**config.mk**
```make
export PLATFORM = sky130hd
export DESIGN_NAME = etnm_ram
export DESIGN_NICKNAME = d
export VERILOG_FILES = /design/src/rtl/etnm_ram.sv
export SDC_FILE = /design/constraint.sdc
export NUM_CORES = 1
export LEC_CHECK = 0
export BUFFER_PORTS_ARGS = -buffer_cell sky130_fd_sc_hd__buf_2
export CAP_MARGIN = 15
export CORE_AREA = 2 2 127 142
export DETAILED_ROUTE_END_ITERATION = 12
export DIE_AREA = 0 0 129 144
export GPL_TIMING_DRIVEN = 0
export PLACE_DENSITY = 0.44
export SLEW_MARGIN = 20
export SYNTH_ARGS = -nofsm -noshare
export SYNTH_HDL_FRONTEND = slang
export SYNTH_SLANG_ARGS = --single-unit
```
**constraint.sdc**
```tcl
create_clock -name clk_i -period 3.95 [get_ports clk_i]
set_input_delay 0.1975 -clock clk_i [delete_from_list [all_inputs] [get_ports clk_i]]
set_output_delay 0.1975 -clock clk_i [all_outputs]
set_load 0.05 [all_outputs]
```
**src/rtl/etnm_ram.sv**
```systemverilog
// Generic single-port RAM with registered read.
module etnm_ram #(
  parameter int unsigned Width = 8,
  parameter int unsigned Depth = 16
) (
  input  logic                     clk_i,
  input  logic                     we_i,
  input  logic [$clog2(Depth)-1:0] addr_i,
  input  logic [Width-1:0]         wdata_i,
  output logic [Width-1:0]         rdata_o
);
  logic [Width-1:0] mem_q [Depth];

  always_ff @(posedge clk_i) begin
    if (we_i) begin
      mem_q[addr_i] <= wdata_i;
    end
    rdata_o <= mem_q[addr_i];
  end
endmodule

```
==> flow_summary.toml, run 1 <==
[status]
outcome = "completed"

[cells_and_area]
final_cells = 519
final_cell_mix = "128 x edfxtp_1, 32 x mux4_2, 21 x buf_2"
n_fill_cell = 1637
area_delta_synth_final_pct = 19.7
final_area_sq_um = 6070
final_nets = 282
num_antenna_cells = 0
layout-drive-gt1-share_pct = 32.0
multi_input_area_sq_um = 1020
regArea_sq_um = 4000
final_common_cell = "edfxtp_1"

[critical_path]
r2r_end = "rdata_o[2]"
critical_path_required_ns = 3.99
worst_ep_arrival_time_ns = 2.00
start_kind = "input port"
crit_fanout = 10
crit_chain = "buf_2 -> buf_1 -> nand2_1 -> nor2_1"
criticalPathCategory = "input port to register"
cp_slowest_cell = "nor2_1"
worstSetupEndpointType = "register"
rr_startpoint = "mem_q[3][2]"
critPathMaxStageDelay_ns = 0.71
reg2reg_depth = 3
r2r_slack_ns = 2.51

[placement]
io_buffer_count = 19
placed_area_sq_um = 5480
hpwlAfterDp_microns = 6950
post-place-ws_ns = 1.46
dp_cells = 487
globalplace.congestion = 0.703

[pwr]
power_density_nw_per_um2 = 548
p_leak_nw = 1.94
irDropWorstVdd_mv = 0.311

[timing]
fin_crit_sh_pct = 49.5
finalSetupViolations = 0
worst_pin_slew_ns = 0.862
clock.fmax_ghz = 0.511
setup_slack_ns = 1.99
rsz0062_at_grt = "no"
final_hold_viol_count = 0
min_period_ns = 1.96
hold_slack_ns = 0.182
maxSlewHeadroom_pct = 42.3
fin_setup_tns_ns = 0
skew_ns = 0.00676
maxSlewViolCount = 0

[worst_hold_path]
hold_end = "mem_q[3][2]"
hp-start = "wdata_i[2]"
hold_path.class = "input port to register"
holdPathStages = 1

[synthesis]
syn_inst = 230
synth-warning-count = 0
yosysUniqueCellTypes = 18
syn_area_sq_um = 5070
syn_area_per_cell_sq_um = 22.0
synth_seq_area_share_pct = 79.0
ys_ff_latch = 136
syn_nets = 244

[route]
drtPass1Iterations = 4
viasPerCell = 4.47
finalWirelength_microns = 10900
vias = 2320
wl_per_cell_microns = 21.0
drt_iter0_markers = 168
antenna_left = 0
drc = 0

[cts]
hold_buffers = 0
clk_pin_slew_ns = 0.06
htree_levels = 4
cts_resized = 0
postCtsSetupRepairBufs = 0
cts-root-buf = "clkbuf_16"
clk_latency_ns = 0.42
clkSinkCount = 136
cts_buffer_depth = 2
numCtsBuffers = 17
cts_tree = "yes"

[die]
die_area_sq_um = 18600
die_h_microns = 144
core_area_sq_um = 17300
dieWidth_microns = 129
ios = 22
start_util_pct = 29.3
num_rows = 51

[global_route]
grt_pass1_vias = 2491
antenna_found_initial = 0
grt_overflow = 0
grt_pass1_wl_microns = 16000
grt_use_total_pct = 12.8
grt_max_degree = 17

[flow_run]
maxCapViolCount = 0
-- synth_stat cells --
library cell	n	share of area, %
edfxtp_1	128	76
mux4_2	32	14
a22oi_1	16	2.4
nor2_1	13	0.96
nand2_1	9	0.67
dfxtp_1	8	3.2
buf_1	4	0.30
nor3_1	4	0.40
buf_2	2	0.20
buf_6	2	0.44
clkbuf_1	2	0.15
nand2b_1	2	0.25
nand3b_1	2	0.30
nor2b_1	2	0.25
and2_1	1	0.12
clkbuf_2	1	0.099
nand3_1	1	0.099
or3b_2	1	0.17
-- layout make-up --
cell class                      count  area share [%]
Multi-Input combinational cell     83            16.9
Clock buffer                       26            9.12
Buffer                             11           0.990
Timing Repair Buffer               19            1.57
Clock inverter                      6           0.536
Sequential cell                   136            66.0
Tap cell                          238            4.91
-- cells by family after synthesis --
kind of cell,synth area share [%]
AOI/OAI and AO/OA,2.37
muxes,14.2
and+or+nand+nor,3.21
DFF,79.0
buffers and inverters,1.19
-- worst max path at each step --
stage              start           to
6_report       addr_i[1]  mem_q[3][5]
5_1_grt        addr_i[1]  mem_q[3][6]
4_1_cts        addr_i[1]  mem_q[3][6]
3_5_place_dp   addr_i[1]  mem_q[3][0]
3_3_place_gp   addr_i[1]  mem_q[3][0]
2_1_floorplan  addr_i[2]  mem_q[0][0]
-- per-layer routing --
layer  GRT usage [%]  share of wire [%]
met5               0                  0
met1            16.1                 45
met2            21.1                 51
met4            6.18                1.3
met3            3.07                2.5
-- critical path, delay by kind of cell --
family | cells | cell delay, ns
buffers and inverters | 2 | 0.83
and+or+nand+nor | 2 | 0.98
-- stage by stage --
step	total power [W]	utilization, %
after floorplan	0.00177	-
after global placement	0.00184	31.6
after detailed placement	0.00185	31.7
after CTS	0.00336	35.1
after global routing	0.00344	35.1
final	0.00333	35.1
-- state kept, by name (all words and copies together), names as in the netlist --
signal	count
mem_q	128
rdata_o	8
-- where the power goes --
group	total [W]	internal [W]	switching, W	leakage [nW]
logic	0.000189	0.0000613	0.000128	0.422
clock network	0.00152	0.000960	0.000557	0.291
registers	0.00162	0.00161	0.00000720	1.22
total	0.00333	0.00264	0.000692	1.94
Note: power is estimated with default switching activity, not from simulation.
==> inputs of run 2 (changes only) <==
- clock period: 3.95 -> 1.92 ns (I/O delays scaled with it)
==> run 2 against run 1 <==
  * Clock power rose by 110%
  * Utilization barely moved
  * Highest routed layer unchanged
  * Global-route usage did not move
  * Non-clock buffer count did not move
==> flow_summary.toml, run 2 (synthesis gave the netlist of run 1 again) <==
[cells_and_area]
largest_register_ff_count = 128
final_cells = 519
area_delta_synth_final_pct = 19.9
num_antenna_cells = 0
largest_register = "mem_q"
final_nets = 282
layout-drive-gt1-share_pct = 33.1
finalCoreUtilization_pct = 35.1
largestRegisters = "mem_q x128, rdata_o x8"
multi_input_area_sq_um = 1030
n_fill_cell = 1633
final_common_cell = "edfxtp_1"
regArea_sq_um = 4000
final_cell_mix = "128 x edfxtp_1, 32 x mux4_2, 21 x buf_2"

[global_route]
grt_pass1_vias = 2491
grt_use_total_pct = 12.8
grt_max_degree = 17
grt_pass1_wl_microns = 16000
antenna_found_initial = 0
grt_overflow = 0

[timing]
rsz0062_at_grt = "yes"
fin_crit_sh_pct = 97.2
setup_slack_ns = 0.0528
clock.fmax_ghz = 0.536
maxSlewViolCount = 0
skew_ns = 0.00844
min_period_ns = 1.87
hold_slack_ns = 0.0768
worst_pin_slew_ns = 0.838
maxSlewHeadroom_pct = 43.8
final_hold_viol_count = 0
finalSetupViolations = 0

[cts]
cts_tree = "yes"
postCtsSetupRepairBufs = 0
clk_pin_slew_ns = 0.06
numCtsBuffers = 17
clk_latency_ns = 0.42
cts-root-buf = "clkbuf_16"
cts_buffer_depth = 2
htree_levels = 4
clkSinkCount = 136

[worst_hold_path]
hold_path.class = "input port to register"

[placement]
post-place-ws_ns = -0.471
io_buffer_count = 19
hpwlAfterDp_microns = 6950
dp_cells = 487
globalplace.congestion = 0.703

[die]
ios = 22
dieWidth_microns = 129
die_h_microns = 144
num_rows = 51
start_util_pct = 29.3
core_area_sq_um = 17300
die_area_sq_um = 18600

[pwr]
p_leak_nw = 1.94
p_int_w = 0.00542
power_frac_clock_pct = 45.6
switching_share_pct = 20.8
combinationalPowerShare_pct = 5.7
power_w = 0.00685
irDropWorstVdd_mv = 0.639
p_switching_w = 0.00142
power_density_nw_per_um2 = 1130
p_seq_share_pct = 48.7

[flow_run]
maxCapViolCount = 0

[critical_path]
r2r_end = "rdata_o[2]"
r2r_slack_ns = 0.48
start_kind = "input port"
critical_path_required_ns = 1.96
crit_fanout = 10
startpoint = "addr_i[1]"
worstSetupEndpointType = "register"
reg2reg_depth = 3
crit_end = "mem_q[11][1]"
criticalPathCategory = "input port to register"
rr_startpoint = "mem_q[3][2]"
worst_ep_arrival_time_ns = 1.91

[route]
wl_per_cell_microns = 21.1
drtPass1Iterations = 5
drt_iter0_markers = 210
viasPerCell = 4.45
finalWirelength_microns = 10900
vias = 2309
antenna_left = 0
drc = 0

[status]
outcome = "completed"
[run 2: cell counts in the layout (fill, tap and decap cells not counted)]
Identical to the previous run, type by type.
[run 2: cell type report]
class,count,share of cell area (%)
well taps,238,4.90
clock inverters,6,0.536
flip-flops and latches,136,65.9
clock buffers,26,9.11
plain buffers,11,0.989
multi-input cells,83,17.0
repair buffers,19,1.57
[run 2: worst min path at each step]
stage	endpoint	slack [ns]	cells after the start	startpoint
3_5_place_dp	mem_q[4][2]	0.52	1	wdata_i[2]
4_1_cts	mem_q[3][2]	0.07	1	wdata_i[2]
6_report	mem_q[3][2]	0.08	1	wdata_i[2]
5_1_grt	mem_q[3][2]	0.07	1	wdata_i[2]
3_3_place_gp	mem_q[4][2]	0.51	1	wdata_i[2]
2_1_floorplan	mem_q[0][0]	0.19	0	wdata_i[0]
[run 2: repair_timing]
item	in CTS	in global routing
resized for setup	1	2
endpoints found under the setup margin	8	56
pin swaps	0	0
hold buffers	0	0
[run 2: worst max-delay path, cell delays in order]
cell and delay, ns:
buf_2 0.28, buf_1 0.54, nand2_1 0.30, nor2_1 0.69
[run 2: per-layer routing]
metal	share of wire [%]	GRT usage (%)
met5	0	0
met4	0.69	6.18
met3	2.2	3.07
met2	52	21.1
met1	45	16.1
[run 2: per-stage QoR]
stage | area (sq um) | TNS (ns)
floorplan | 5070 | 0
global placement | 5460 | -36.82
detailed placement | 5480 | -31.91
CTS | 6070 | 0
global route | 6070 | -2.83
finish | 6070 | 0
[run 2: power groups by stage]
| stage | Combinational [W] | Clock (W) | Sequential [W] |
|---|---|---|---|
| after global placement | 0.000392 | 0 | 0.00339 |
| final | 0.000390 | 0.00312 | 0.00334 |
| after detailed placement | 0.000398 | 0 | 0.00340 |
| after floorplan | 0.000171 | 0 | 0.00347 |
| after global routing | 0.000419 | 0.00331 | 0.00334 |
| after CTS | 0.000399 | 0.00318 | 0.00334 |
